`config.mk`:
```
export PLATFORM = sky130hd
export DESIGN_NAME = content_defined_chunker_flat
export DESIGN_NICKNAME = d
export VERILOG_FILES = /design/src/rtl/cdc_pkg.sv /design/src/rtl/cdc_if.sv /design/src/rtl/content_defined_chunker.sv /design/src/rtl/cdc_mod_unit.sv /design/src/flat_wrapper.sv
export SDC_FILE = /design/constraint.sdc
export NUM_CORES = 2
export LEC_CHECK = 0
export BUFFER_PORTS_ARGS = -buffer_cell sky130_fd_sc_hd__buf_2
export CAP_MARGIN = 10
export CORE_ASPECT_RATIO = 0.9
export CORE_MARGIN = 10
export CORE_UTILIZATION = 50
export DETAILED_ROUTE_END_ITERATION = 8
export GPL_ROUTABILITY_DRIVEN = 0
export GPL_TIMING_DRIVEN = 0
export PLACE_DENSITY_LB_ADDON = 0.15
export SLEW_MARGIN = 0
export SYNTH_ARGS = -nofsm -noshare
export SYNTH_HDL_FRONTEND = slang
export SYNTH_HIERARCHICAL = 1
export SYNTH_SLANG_ARGS = --single-unit
```
`constraint.sdc`:
```
create_clock -name clk -period 6.41 [get_ports clk]
set_input_delay 0.9615 -clock clk [delete_from_list [all_inputs] [get_ports clk]]
set_output_delay 0.9615 -clock clk [all_outputs]
set_load 0.02 [all_outputs]
```
`src/rtl/cdc_pkg.sv`:
```
// Shared types and constants for the content-defined chunker.
package cdc_pkg;

  localparam int unsigned AvgW = 25;
  localparam int unsigned SpanW = 24;
  localparam int unsigned BufW = 32;
  localparam int unsigned HashW = 64;
  localparam int unsigned LenW = 25;
  localparam int unsigned CfgIdxW = 8;
  localparam int unsigned CfgDataW = 32;
  localparam int unsigned ModCntW = 6;

  localparam logic [AvgW-1:0] AVG_RESET = 25'd4096;
  localparam logic [SpanW-1:0] MIN_RESET = 24'd1024;
  localparam logic [SpanW-1:0] MAX_RESET = 24'd16384;
  localparam logic [BufW-1:0] BUF_RESET = 32'd0;

  localparam logic [CfgIdxW-1:0] CFG_AVG_SIZE = 8'd0;
  localparam logic [CfgIdxW-1:0] CFG_MIN_SPAN = 8'd1;
  localparam logic [CfgIdxW-1:0] CFG_MAX_SPAN = 8'd2;
  localparam logic [CfgIdxW-1:0] CFG_BUFFER_SIZE = 8'd3;

  typedef enum logic [1:0] {
    REASON_HASH = 2'd0,
    REASON_MAX = 2'd1,
    REASON_BUFFER = 2'd2,
    REASON_EOD = 2'd3
  } cdc_reason_t;

  typedef enum logic [1:0] {
    ST_IDLE,
    ST_HASH,
    ST_MOD,
    ST_DONE
  } cdc_state_t;

  typedef struct packed {
    logic done;
    logic zero;
  } cdc_mod_stat_t;

  // Multiply by 0x100000001B3 modulo 2^64, written as shifts and adds, then add the byte.
  function automatic logic [HashW-1:0] hash_step(input logic [HashW-1:0] h,
                                                 input logic [7:0] b);
    hash_step = (h << 40) + (h << 8) + (h << 7) + (h << 5) + (h << 4)
              + (h << 1) + h + {56'd0, b};
  endfunction

endpackage

```
`src/rtl/cdc_if.sv`:
```
// Valid/ready channel interfaces for the chunker's input bytes and chunk results.
interface cdc_in_if;
  logic valid;
  logic ready;
  logic [7:0] data_byte;
  logic end_of_data;
  modport source(output valid, data_byte, end_of_data, input ready);
  modport sink(input valid, data_byte, end_of_data, output ready);
endinterface

interface cdc_out_if;
  logic valid;
  logic ready;
  logic [cdc_pkg::LenW-1:0] chunk_length;
  logic [1:0] end_reason;
  logic final_chunk;
  modport source(output valid, chunk_length, end_reason, final_chunk, input ready);
  modport sink(input valid, chunk_length, end_reason, final_chunk, output ready);
endinterface

```
`src/rtl/content_defined_chunker.sv`:
```
// Content-defined chunker: one byte per item, one result per closed chunk.
// An item passes IDLE, HASH and DONE, its result registered as it commits from DONE, when no remainder
// test is needed (power-of-two average, or span outside the hash window); it also
// waits in MOD while the bit-serial unit reduces the hash modulo the average.
// One item is in work at a time; a cutting item waits in DONE, before commit, while a result is held.
// Synchronous reset restores the register defaults and zeroes state.
module content_defined_chunker (
  input  logic                           clk,
  input  logic                           rst,
  cdc_in_if.sink                         data_in,
  cdc_out_if.source                      chunk_out,
  input  logic                           cfg_we,
  input  logic [cdc_pkg::CfgIdxW-1:0]    cfg_index,
  input  logic [cdc_pkg::CfgDataW-1:0]   cfg_data
);

  cdc_pkg::cdc_state_t state, state_next;

  logic [cdc_pkg::AvgW-1:0] avg_size;
  logic [cdc_pkg::SpanW-1:0] min_span;
  logic [cdc_pkg::SpanW-1:0] max_span;
  logic [cdc_pkg::BufW-1:0] buffer_size;

  logic [cdc_pkg::HashW-1:0] running_hash;
  logic [cdc_pkg::HashW-1:0] running_hash_next;
  logic [cdc_pkg::SpanW-1:0] chunk_span;
  logic [cdc_pkg::BufW-1:0] buffer_fill;

  logic [7:0] byte_q;
  logic eod_q;

  logic out_valid;
  logic [cdc_pkg::LenW-1:0] out_length;
  cdc_pkg::cdc_reason_t out_reason;
  logic out_final;

  cdc_pkg::cdc_mod_stat_t mod_stat;
  logic mod_start;
  logic commit;
  logic accept;

  logic avg_zero;
  logic avg_pow2;
  logic span_ge_min;
  logic span_ge_max;
  logic buf_end;
  logic mask_hit;
  logic hash_hit;
  logic need_mod;
  logic cut;
  cdc_pkg::cdc_reason_t reason;

  assign running_hash_next = cdc_pkg::hash_step(running_hash, byte_q);

  always_comb begin
    avg_zero = (avg_size == '0);
    avg_pow2 = ((avg_size & (avg_size - 1'b1)) == '0);
    span_ge_min = (chunk_span >= min_span);
    span_ge_max = (chunk_span >= max_span);
    buf_end = (buffer_size != '0)
           && ({1'b0, buffer_fill} + 33'd1 == {1'b0, buffer_size});
    mask_hit = ((running_hash[cdc_pkg::AvgW-1:0] & (avg_size - 1'b1)) == '0);
    hash_hit = !avg_zero && (avg_pow2 ? mask_hit : mod_stat.zero);
    need_mod = span_ge_min && !span_ge_max && !avg_zero && !avg_pow2;
    cut = 1'b0;
    reason = cdc_pkg::REASON_HASH;
    if (span_ge_min && span_ge_max) begin
      cut = 1'b1;
      reason = cdc_pkg::REASON_MAX;
    end else if (span_ge_min && hash_hit) begin
      cut = 1'b1;
      reason = cdc_pkg::REASON_HASH;
    end else if (eod_q) begin
      cut = 1'b1;
      reason = cdc_pkg::REASON_EOD;
    end else if (buf_end) begin
      cut = 1'b1;
      reason = cdc_pkg::REASON_BUFFER;
    end
  end

  always_comb begin
    state_next = state;
    mod_start = 1'b0;
    commit = 1'b0;
    accept = 1'b0;
    unique case (state)
      cdc_pkg::ST_IDLE: begin
        accept = data_in.valid;
        if (data_in.valid) begin
          state_next = cdc_pkg::ST_HASH;
        end
      end
      cdc_pkg::ST_HASH: begin
        if (need_mod) begin
          mod_start = 1'b1;
          state_next = cdc_pkg::ST_MOD;
        end else begin
          state_next = cdc_pkg::ST_DONE;
        end
      end
      cdc_pkg::ST_MOD: begin
        if (mod_stat.done) begin
          state_next = cdc_pkg::ST_DONE;
        end
      end
      cdc_pkg::ST_DONE: begin
        if (!cut || !out_valid || chunk_out.ready) begin
          commit = 1'b1;
          state_next = cdc_pkg::ST_IDLE;
        end
      end
      default: state_next = cdc_pkg::ST_IDLE;
    endcase
  end

  always_ff @(posedge clk) begin
    if (rst) begin
      state <= cdc_pkg::ST_IDLE;
    end else begin
      state <= state_next;
    end
  end

  always_ff @(posedge clk) begin
    if (rst) begin
      avg_size <= cdc_pkg::AVG_RESET;
      min_span <= cdc_pkg::MIN_RESET;
      max_span <= cdc_pkg::MAX_RESET;
      buffer_size <= cdc_pkg::BUF_RESET;
    end else if (cfg_we) begin
      unique case (cfg_index)
        cdc_pkg::CFG_AVG_SIZE:    avg_size <= cfg_data[cdc_pkg::AvgW-1:0];
        cdc_pkg::CFG_MIN_SPAN:    min_span <= cfg_data[cdc_pkg::SpanW-1:0];
        cdc_pkg::CFG_MAX_SPAN:    max_span <= cfg_data[cdc_pkg::SpanW-1:0];
        cdc_pkg::CFG_BUFFER_SIZE: buffer_size <= cfg_data;
        default: ;
      endcase
    end
  end

  always_ff @(posedge clk) begin
    if (rst) begin
      running_hash <= '0;
      chunk_span <= '0;
      buffer_fill <= '0;
    end else begin
      if (state == cdc_pkg::ST_HASH) begin
        running_hash <= running_hash_next;
      end
      if (commit) begin
        if (cut) begin
          running_hash <= '0;
          chunk_span <= '0;
        end else begin
          chunk_span <= chunk_span + 1'b1;
        end
        if (eod_q || buf_end) begin
          buffer_fill <= '0;
        end else begin
          buffer_fill <= buffer_fill + 1'b1;
        end
      end
    end
  end

  always_ff @(posedge clk) begin
    if (accept) begin
      byte_q <= data_in.data_byte;
      eod_q <= data_in.end_of_data;
    end
  end

  always_ff @(posedge clk) begin
    if (rst) begin
      out_valid <= 1'b0;
    end else if (commit && cut) begin
      out_valid <= 1'b1;
    end else if (chunk_out.ready) begin
      out_valid <= 1'b0;
    end
  end

  always_ff @(posedge clk) begin
    if (commit && cut) begin
      out_length <= {1'b0, chunk_span} + 25'd1;
      out_reason <= reason;
      out_final <= eod_q;
    end
  end

  cdc_mod_unit u_mod (
    .clk      (clk),
    .rst      (rst),
    .start    (mod_start),
    .dividend (running_hash_next),
    .divisor  (avg_size),
    .stat     (mod_stat)
  );

  assign data_in.ready = (state == cdc_pkg::ST_IDLE);
  assign chunk_out.valid = out_valid;
  assign chunk_out.chunk_length = out_length;
  assign chunk_out.end_reason = out_reason;
  assign chunk_out.final_chunk = out_final;

`ifndef ASSERT_OFF
  a_one_item: assert property (@(posedge clk) disable iff (rst)
    data_in.valid && data_in.ready |=> !data_in.ready)
    else $error("input accepted while an item is in work");

  a_len_nonzero: assert property (@(posedge clk) disable iff (rst)
    chunk_out.valid |-> chunk_out.chunk_length != '0)
    else $error("chunk of zero length");

  a_eod_final: assert property (@(posedge clk) disable iff (rst)
    chunk_out.valid && chunk_out.end_reason == cdc_pkg::REASON_EOD |-> chunk_out.final_chunk)
    else $error("end-of-data chunk not marked final");

  a_mod_wait: assert property (@(posedge clk) disable iff (rst)
    state == cdc_pkg::ST_MOD && !mod_stat.done |=> state == cdc_pkg::ST_MOD)
    else $error("left remainder wait before the unit finished");
`endif

endmodule

```
`src/rtl/cdc_mod_unit.sv`:
```
// Bit-serial restoring remainder unit: one dividend bit per cycle.
module cdc_mod_unit (
  input  logic                          clk,
  input  logic                          rst,
  input  logic                          start,
  input  logic [cdc_pkg::HashW-1:0]     dividend,
  input  logic [cdc_pkg::AvgW-1:0]      divisor,
  output cdc_pkg::cdc_mod_stat_t        stat
);

  logic [cdc_pkg::HashW-1:0] quo;
  logic [cdc_pkg::AvgW-1:0] dvs;
  logic [cdc_pkg::AvgW-1:0] rem;
  logic [cdc_pkg::AvgW-1:0] rem_next;
  logic [cdc_pkg::ModCntW-1:0] cnt;
  logic busy;
  logic done;
  logic [cdc_pkg::AvgW:0] rem_sh;
  logic [cdc_pkg::AvgW:0] diff;

  always_comb begin
    rem_sh = {rem, quo[cdc_pkg::HashW-1]};
    diff = rem_sh - {1'b0, dvs};
    if (rem_sh >= {1'b0, dvs}) begin
      rem_next = diff[cdc_pkg::AvgW-1:0];
    end else begin
      rem_next = rem_sh[cdc_pkg::AvgW-1:0];
    end
  end

  always_ff @(posedge clk) begin
    if (rst) begin
      busy <= 1'b0;
      done <= 1'b0;
      cnt <= '0;
    end else if (start) begin
      busy <= 1'b1;
      done <= 1'b0;
      cnt <= '1;
    end else if (busy) begin
      cnt <= cnt - 1'b1;
      if (cnt == '0) begin
        busy <= 1'b0;
        done <= 1'b1;
      end
    end
  end

  always_ff @(posedge clk) begin
    if (start) begin
      quo <= dividend;
      dvs <= divisor;
      rem <= '0;
    end else if (busy) begin
      quo <= quo << 1;
      rem <= rem_next;
    end
  end

  assign stat.done = done;
  assign stat.zero = (rem == '0);

endmodule
```
`src/flat_wrapper.sv`:
```
// flat-port wrapper written by rule: the top's interface ports become plain ports
module content_defined_chunker_flat 
  (clk, rst, cfg_we, cfg_index, cfg_data, data_in_valid, data_in_data_byte, data_in_end_of_data, data_in_ready, chunk_out_valid, chunk_out_chunk_length, chunk_out_end_reason, chunk_out_final_chunk, chunk_out_ready);
  cdc_in_if data_in_i ();
  cdc_out_if chunk_out_i ();
  input  logic clk;
  input  logic rst;
  input  logic cfg_we;
  input  logic [cdc_pkg::CfgIdxW-1:0] cfg_index;
  input  logic [cdc_pkg::CfgDataW-1:0] cfg_data;
  input wire logic [$bits(data_in_i.valid)-1:0] data_in_valid;
  input wire logic [$bits(data_in_i.data_byte)-1:0] data_in_data_byte;
  input wire logic [$bits(data_in_i.end_of_data)-1:0] data_in_end_of_data;
  output wire logic [$bits(data_in_i.ready)-1:0] data_in_ready;
  output wire logic [$bits(chunk_out_i.valid)-1:0] chunk_out_valid;
  output wire logic [$bits(chunk_out_i.chunk_length)-1:0] chunk_out_chunk_length;
  output wire logic [$bits(chunk_out_i.end_reason)-1:0] chunk_out_end_reason;
  output wire logic [$bits(chunk_out_i.final_chunk)-1:0] chunk_out_final_chunk;
  input wire logic [$bits(chunk_out_i.ready)-1:0] chunk_out_ready;
  assign data_in_i.valid = data_in_valid;
  assign data_in_i.data_byte = data_in_data_byte;
  assign data_in_i.end_of_data = data_in_end_of_data;
  assign data_in_ready = data_in_i.ready;
  assign chunk_out_valid = chunk_out_i.valid;
  assign chunk_out_chunk_length = chunk_out_i.chunk_length;
  assign chunk_out_end_reason = chunk_out_i.end_reason;
  assign chunk_out_final_chunk = chunk_out_i.final_chunk;
  assign chunk_out_i.ready = chunk_out_ready;
  content_defined_chunker u_core (.clk(clk), .rst(rst), .data_in(data_in_i), .chunk_out(chunk_out_i), .cfg_we(cfg_we), .cfg_index(cfg_index), .cfg_data(cfg_data));
endmodule
```
# Word level (Yosys, flattened, before mapping)
# Cells that the tools add are included.
# word_totals
ff_bits	387
latchBits	0
ram_bits	0
mem_bits_ro	0
in_bits	54
out_inout_bits	30
wordCells	117
mem_count	0
# classes
n_addsub	14
multipliers	0
n_div	0
n_lt_le_gt_ge	3
n_eq_ne	10
shift	0
n_mux	33
n_bitwise	2
n_reduce_logical	34
# ops
cell	n
64-bit adder	6
64-bit two-way mux	5
25-bit zero test	4
64-bit by 8-bit adder with 64-bit output	1
25-bit bitwise AND	2
24-bit >= comparator	2
32-bit by 1-bit adder with 33-bit output (second input constant)	1
33-bit by 32-bit == test with 1-bit output	1
32-bit by 1-bit adder with 32-bit output (second input constant)	1
32-bit two-way mux	1
32-bit nonzero test	1
26-bit by 25-bit >= comparator with 1-bit output	1
24-bit by 1-bit adder with 25-bit output (second input constant)	1
25-bit two-way mux	1
25-bit by 1-bit subtractor with 25-bit output (second input constant)	1
25-bit subtractor	1
24-bit by 1-bit adder with 24-bit output (second input constant)	1
24-bit two-way mux	1
1-bit two-way mux	17
8-bit by 2-bit == test with 1-bit output (second input constant)	2
6-bit two-way mux	2
2-bit two-way mux	5
2-bit AND reduction	5
8-bit by 1-bit == test with 1-bit output (second input constant)	1
other kinds (15)	32

# Logic depth before layout (Yosys ltp)
# logic_depth
depth_word	15
ltp_mapped	22
mapped_depth_nobuf	21

# By module
# Netlist, hierarchy kept.
# by_module_without_submodules
module	instances	cells_each	area_each_um2	seq_area_each_um2
content_defined_chunker	1	2792	24180.7	5675.4
cdc_mod_unit	1	541	6374.9	3333.2

# Worst setup path before layout
# No wires, ideal clock.
# synth_path
path_kind	flip-flop to flip-flop
start	reg u_core/running_hash[1] (netlist bit)
end	reg u_core/u_mod/quo[48] (netlist bit), data pin
setup_time_ps	260
arrival_time_ps	5299
required_ps	6150
path_slack_ps	851
stages_incl_launch_ff	19
n_path_buf	0
synth_period_minus_slack_ps	5559
cell_sequence	dfxtp_1 inv_1 fa_1 inv_1 fa_1 fa_1 ha_1 ha_1 nor2b_1 o21a_1 a311o_1 a31oi_1 o21ai_1 a31oi_1 nor4_1 or4_1 a31oi_1 xnor2_1 mux2_2
# synth_between
elab_chain_cells	8
# synth_lines
element	line_no	source
from (decl)	content_defined_chunker.sv:24	logic [cdc_pkg::HashW-1:0] running_hash;
from (signal assigned)	content_defined_chunker.sv:149	running_hash <= running_hash_next;
64-bit adder (4 in series)	cdc_pkg.sv:45	hash_step = (h << 40) + (h << 8) + (h << 7) + (h << 5) + (h << 4)
64-bit adder	cdc_pkg.sv:46	+ (h << 1) + h + {56'd0, b};
64-bit adder (*)	cdc_pkg.sv:46	
64-bit by 8-bit adder with 64-bit output (*)	cdc_pkg.sv:46	
named net u_core.running_hash_next, one bit	content_defined_chunker.sv:25	logic [cdc_pkg::HashW-1:0] running_hash_next;
64-bit two-way mux (*)	cdc_mod_unit.sv:50	if (start) begin
to (signal assigned)	cdc_mod_unit.sv:51	quo <= dividend;
to (signal assigned)	cdc_mod_unit.sv:55	quo <= quo << 1;
to (decl)	cdc_mod_unit.sv:11	logic [cdc_pkg::HashW-1:0] quo;
# The timed path passes the listed nets; every way through them passes the cells marked *.
# A chain may end at the register's enable or synchronous reset.

# Final worst setup path
# layout_path
start	reg u_core/running_hash[7] (netlist bit)
end	reg u_core/u_mod/quo[63] (netlist bit), data pin
# Same word-level chain as after synthesis.

==> summary.txt <==
Outcome
  • Outcome: finished clean

Pwr
  • Switching power: 6.55 mW
  • Combinational group share of total power: 60.1%
  • Switch share: 47.6%
  • VDD IR max: 0.267 mV
  • PD cells: 406 nW/um^2
  • Leakage: 15.1 nW
  • Clock power share: 19.1%
  • Pint: 7.21 mW
  • Power Total: 13.8 mW
  • Reg power frac: 20.8%

Min path
  • Worst hold start: u_core/max_span[5]
  • HP Class: flip-flop to flip-flop
  • WHS Endpoint: u_core/max_span[5]
  • Hold depth: 2

Drt
  • DR vias: 24.7k
  • DR WL/cell: 19.8 microns
  • Number of DRC markers in iteration 0: 2218
  • Drc violations: 0
  • Post-Route WL: 85400 microns
  • Vias per Instance: 5.72
  • ANT nets after route: 0
  • DR pass1 iterations: 6

Floorplan
  • Die W: 281 microns
  • Effective utilization at floorplan: 50.8%
  • Row count: 85
  • CORE AREA: 60200 sq um
  • Die area: 71400 sq um
  • Boundary pin count: 84
  • Die Y: 255 microns

Final layout
  • Fillers: 5396
  • Layout cells sized above 1: 10.5%
  • Ant diodes: 0
  • Final Util: 56.3%
  • Layout area overhead: 11.0%
  • Nets: 4023
  • Cell area after layout: 33900 sq um

Synth
  • Net Count, Synth: 3858
  • Post-synthesis sequential area ratio: 29.5%
  • Syn. warnings: 6
  • Netlist Area Pre-Place: 30600 sq um
  • Synthesized instance count: 3333
  • Count leader, synth: inv_1
  • Primary FF master, synth: dfxtp_1
  • EDFF count, synth: 126
  • Largest area contributor in the netlist: dfxtp_1
  • Asr flop ratio synth: 0%
  • Synth top area share: 17.1%
  • Avg Cell Area, Syn: 9.17 sq um
  • Synth top area cells: dfxtp_1 (17%), fa_1 (17%), edfxtp_1 (12%)
  • Post-synth cell types: 96
  • Most instantiated cells after synthesis: inv_1 (536), nand2_1 (361), dfxtp_1 (261)
  • #FFs+latches synth: 387

Clock network
  • CTS Sinks: 387
  • Cts hold-fix bufs: 0
  • TritonCTS Buffers: 43
  • CTS Root Cell: clkbuf_16
  • CTS max path bufs: 3
  • Skew-Pair Late Insertion Delay: 0.60 ns
  • CTS tree: built
  • Htree depth: 2
  • Clock transition at path regs: 0.07 ns

STA
  • PnR worst setup slack: 0.113 ns
  • Final Max Slew Viols: 0
  • Slew margin rel.: 25.2%
  • Worst-margin pin slew: 1.12 ns
  • Period utilization: 98.2%
  • Clock Skews: 0.0347 ns
  • Setup repair after global routing missed its margin: true
  • Minimum clock period: 6.30 ns
  • Final hold vios: 0
  • F_max: 159 MHz
  • Setup violations, final: 0

Worst setup path
  • Worst path arrival time: 6.63 ns
  • Register-to-Register Path Depth: 23
  • Worst r2r src: u_core/running_hash[7]
  • Critical path class: flip-flop to flip-flop
  • Cell Chain, Critical Path: clkinvlp_4 -> buf_4 -> fa_1 -> inv_1 -> fa_1 -> inv_1 -> fa_1 -> inv_1 -> ha_1 -> ha_1 -> clkbuf_1 -> nand4_1 -> nor4_1 -> nor2_2 -> buf_4 -> a2111oi_4 -> nor3_4 -> o21ai_2 -> a211oi_2 -> o21a_1 -> o21ai_1 -> xnor2_1 -> mux2_2
  • Max incr delay on CP: 0.53 ns
  • Critical Path End Type: flip-flop
  • CP required: 6.75 ns
  • Max FO, Critical Path: 7
  • Crit path launch type: flip-flop
  • Top delay family on crit path: adder cells
  • R2R Setup Slk: 0.11 ns
  • CP bufs+invs: 7
  • Critical-path top delay cell: fa_1
  • Reg2reg end: u_core/u_mod/quo[63]

Placement
  • DP HPWL: 66300 microns
  • Pre-CTS WS: -0.632 ns
  • Port buffer count: 83
  • Placed instance area: 32000 sq um

Global routing
  • Largest net degree at the start of global routing: 65
  • Initial antenna violation count: 0
  • Global-route usage over all layers: 23.8%
  • GRT overflow: 0
  • First-pass GRT wire length: 135000 microns
  • Vias in the first global route: 24.4k

Flow run
  • Max-Cap Viols: 0
cell type report:
| type | instances | area (sq um) | share of cell area, % |
|---|---|---|---|
| buffer | 123 | 569 | 1.68 |
| sequential | 387 | 9010 | 26.6 |
| clock buffer | 54 | 1160 | 3.41 |
| timing repair buffer | 122 | 741 | 2.18 |
| inverter | 537 | 2060 | 6.07 |
| multi-input combinational | 2284 | 19100 | 56.3 |
| clock inverter | 26 | 315 | 0.930 |
| tap | 783 | 980 | 2.89 |
per-stage QoR:
step                TNS (ns)  instances  hold slack (ns)
floorplan                  0       3333            0.436
global placement      -62.49       4199            0.442
detailed placement     -5.26       4200            0.451
CTS                  -0.0757       4286            0.459
global route         -0.0749       4316            0.480
finish                     0       4316            0.458
worst min-delay path: cells and delay by family (launching register included):
kind / cells / cell delay, ns
simple gates: 1 / 0.05
flops: 1 / 0.31
compound gates: 1 / 0.05
kinds of logic after synthesis:
logic type      after synthesis  synth area share [%]
buf+inv                     662                  8.48
xor+xnor                    150                  4.30
compound gates              610                  12.9
flops                       387                  29.5
mux                         140                  4.86
fa+ha+maj                   471                  25.7
simple gates                913                  14.3
what timing repair did:
action / CTS / global route
endpoints found under the setup margin: 22 / 22
pin swaps: 0 / 3
setup buffers: 6 / 31
resized for setup: 14 / 20
layout by cell type, fill, tap and decap left out, types with 14 or more instances in the layout:
cell type and count:
xor2_1 58, inv_1 524, nor4_1 35, dfxtp_1 257
o21a_1 14, a21oi_1 216, mux2i_1 74, nand3_1 55
edfxtp_1 126, fa_1 259, nor2b_1 27, a211oi_1 24
o21bai_1 17, o21ai_1 20, nand2b_1 22, o21ai_0 91
xnor2_1 92, clkinvlp_4 14, and2_1 16, clkbuf_1 87
nor3_1 39, a31oi_1 19, nand4_1 51, ha_1 211
clkbuf_16 43, nand2_1 361, buf_2 106, a21o_1 59
nor2_1 195, buf_4 47, o31ai_1 29, mux2_2 66
and3_1 31
worst max path at each step:
stage	slack (ns)	start	endpoint	depth (start not counted)
after floorplan	0.85	u_core/running_hash[1]	u_core/u_mod/quo[48]	18
after global placement	-0.93	u_core/chunk_span[2]	u_core/u_mod/quo[34]	10
after detailed placement	-0.63	u_core/running_hash[1]	u_core/u_mod/quo[63]	18
after CTS	-0.08	u_core/running_hash[6]	u_core/u_mod/quo[63]	21
after global routing	-0.07	u_core/running_hash[9]	u_core/u_mod/quo[63]	21
final	0.11	u_core/running_hash[7]	u_core/u_mod/quo[63]	23
routing by layer:
layer / share of wire, % / track usage (%) / up-vias
met3: 7.2 / 3.27 / 138
li1: - / - / 11539
met1: 46 / 34.4 / 12139
met5: 0 / 0 / -
met4: 2.3 / 6.09 / 0
met2: 45 / 37.1 / 852
power groups by stage:
stage               Sequential [mW]  Combinational (mW)  Clock (mW)
floorplan                      2.84                6.01           0
detailed placement             2.90                7.98           0
CTS                            2.86                8.12        2.67
finish                         2.87                8.26        2.63
global route                   2.89                9.43        2.76
global placement               2.90                7.80           0
sequential cells by signal, summed over array words and instances (netlist names), 2 cells and up:
| signal | flops |
|---|---|
| u_core/avg_size | 25 |
| u_core/buffer_fill | 32 |
| u_core/buffer_size | 32 |
| u_core/byte_q | 8 |
| u_core/chunk_out.chunk_length | 25 |
| u_core/chunk_out.end_reason | 2 |
| u_core/chunk_span | 24 |
| u_core/max_span | 24 |
| u_core/min_span | 24 |
| u_core/running_hash | 64 |
| u_core/state | 2 |
| u_core/u_mod/cnt | 6 |
| u_core/u_mod/dvs | 25 |
| u_core/u_mod/quo | 64 |
| u_core/u_mod/rem | 25 |
Note: power is estimated with default switching activity, not from simulation.
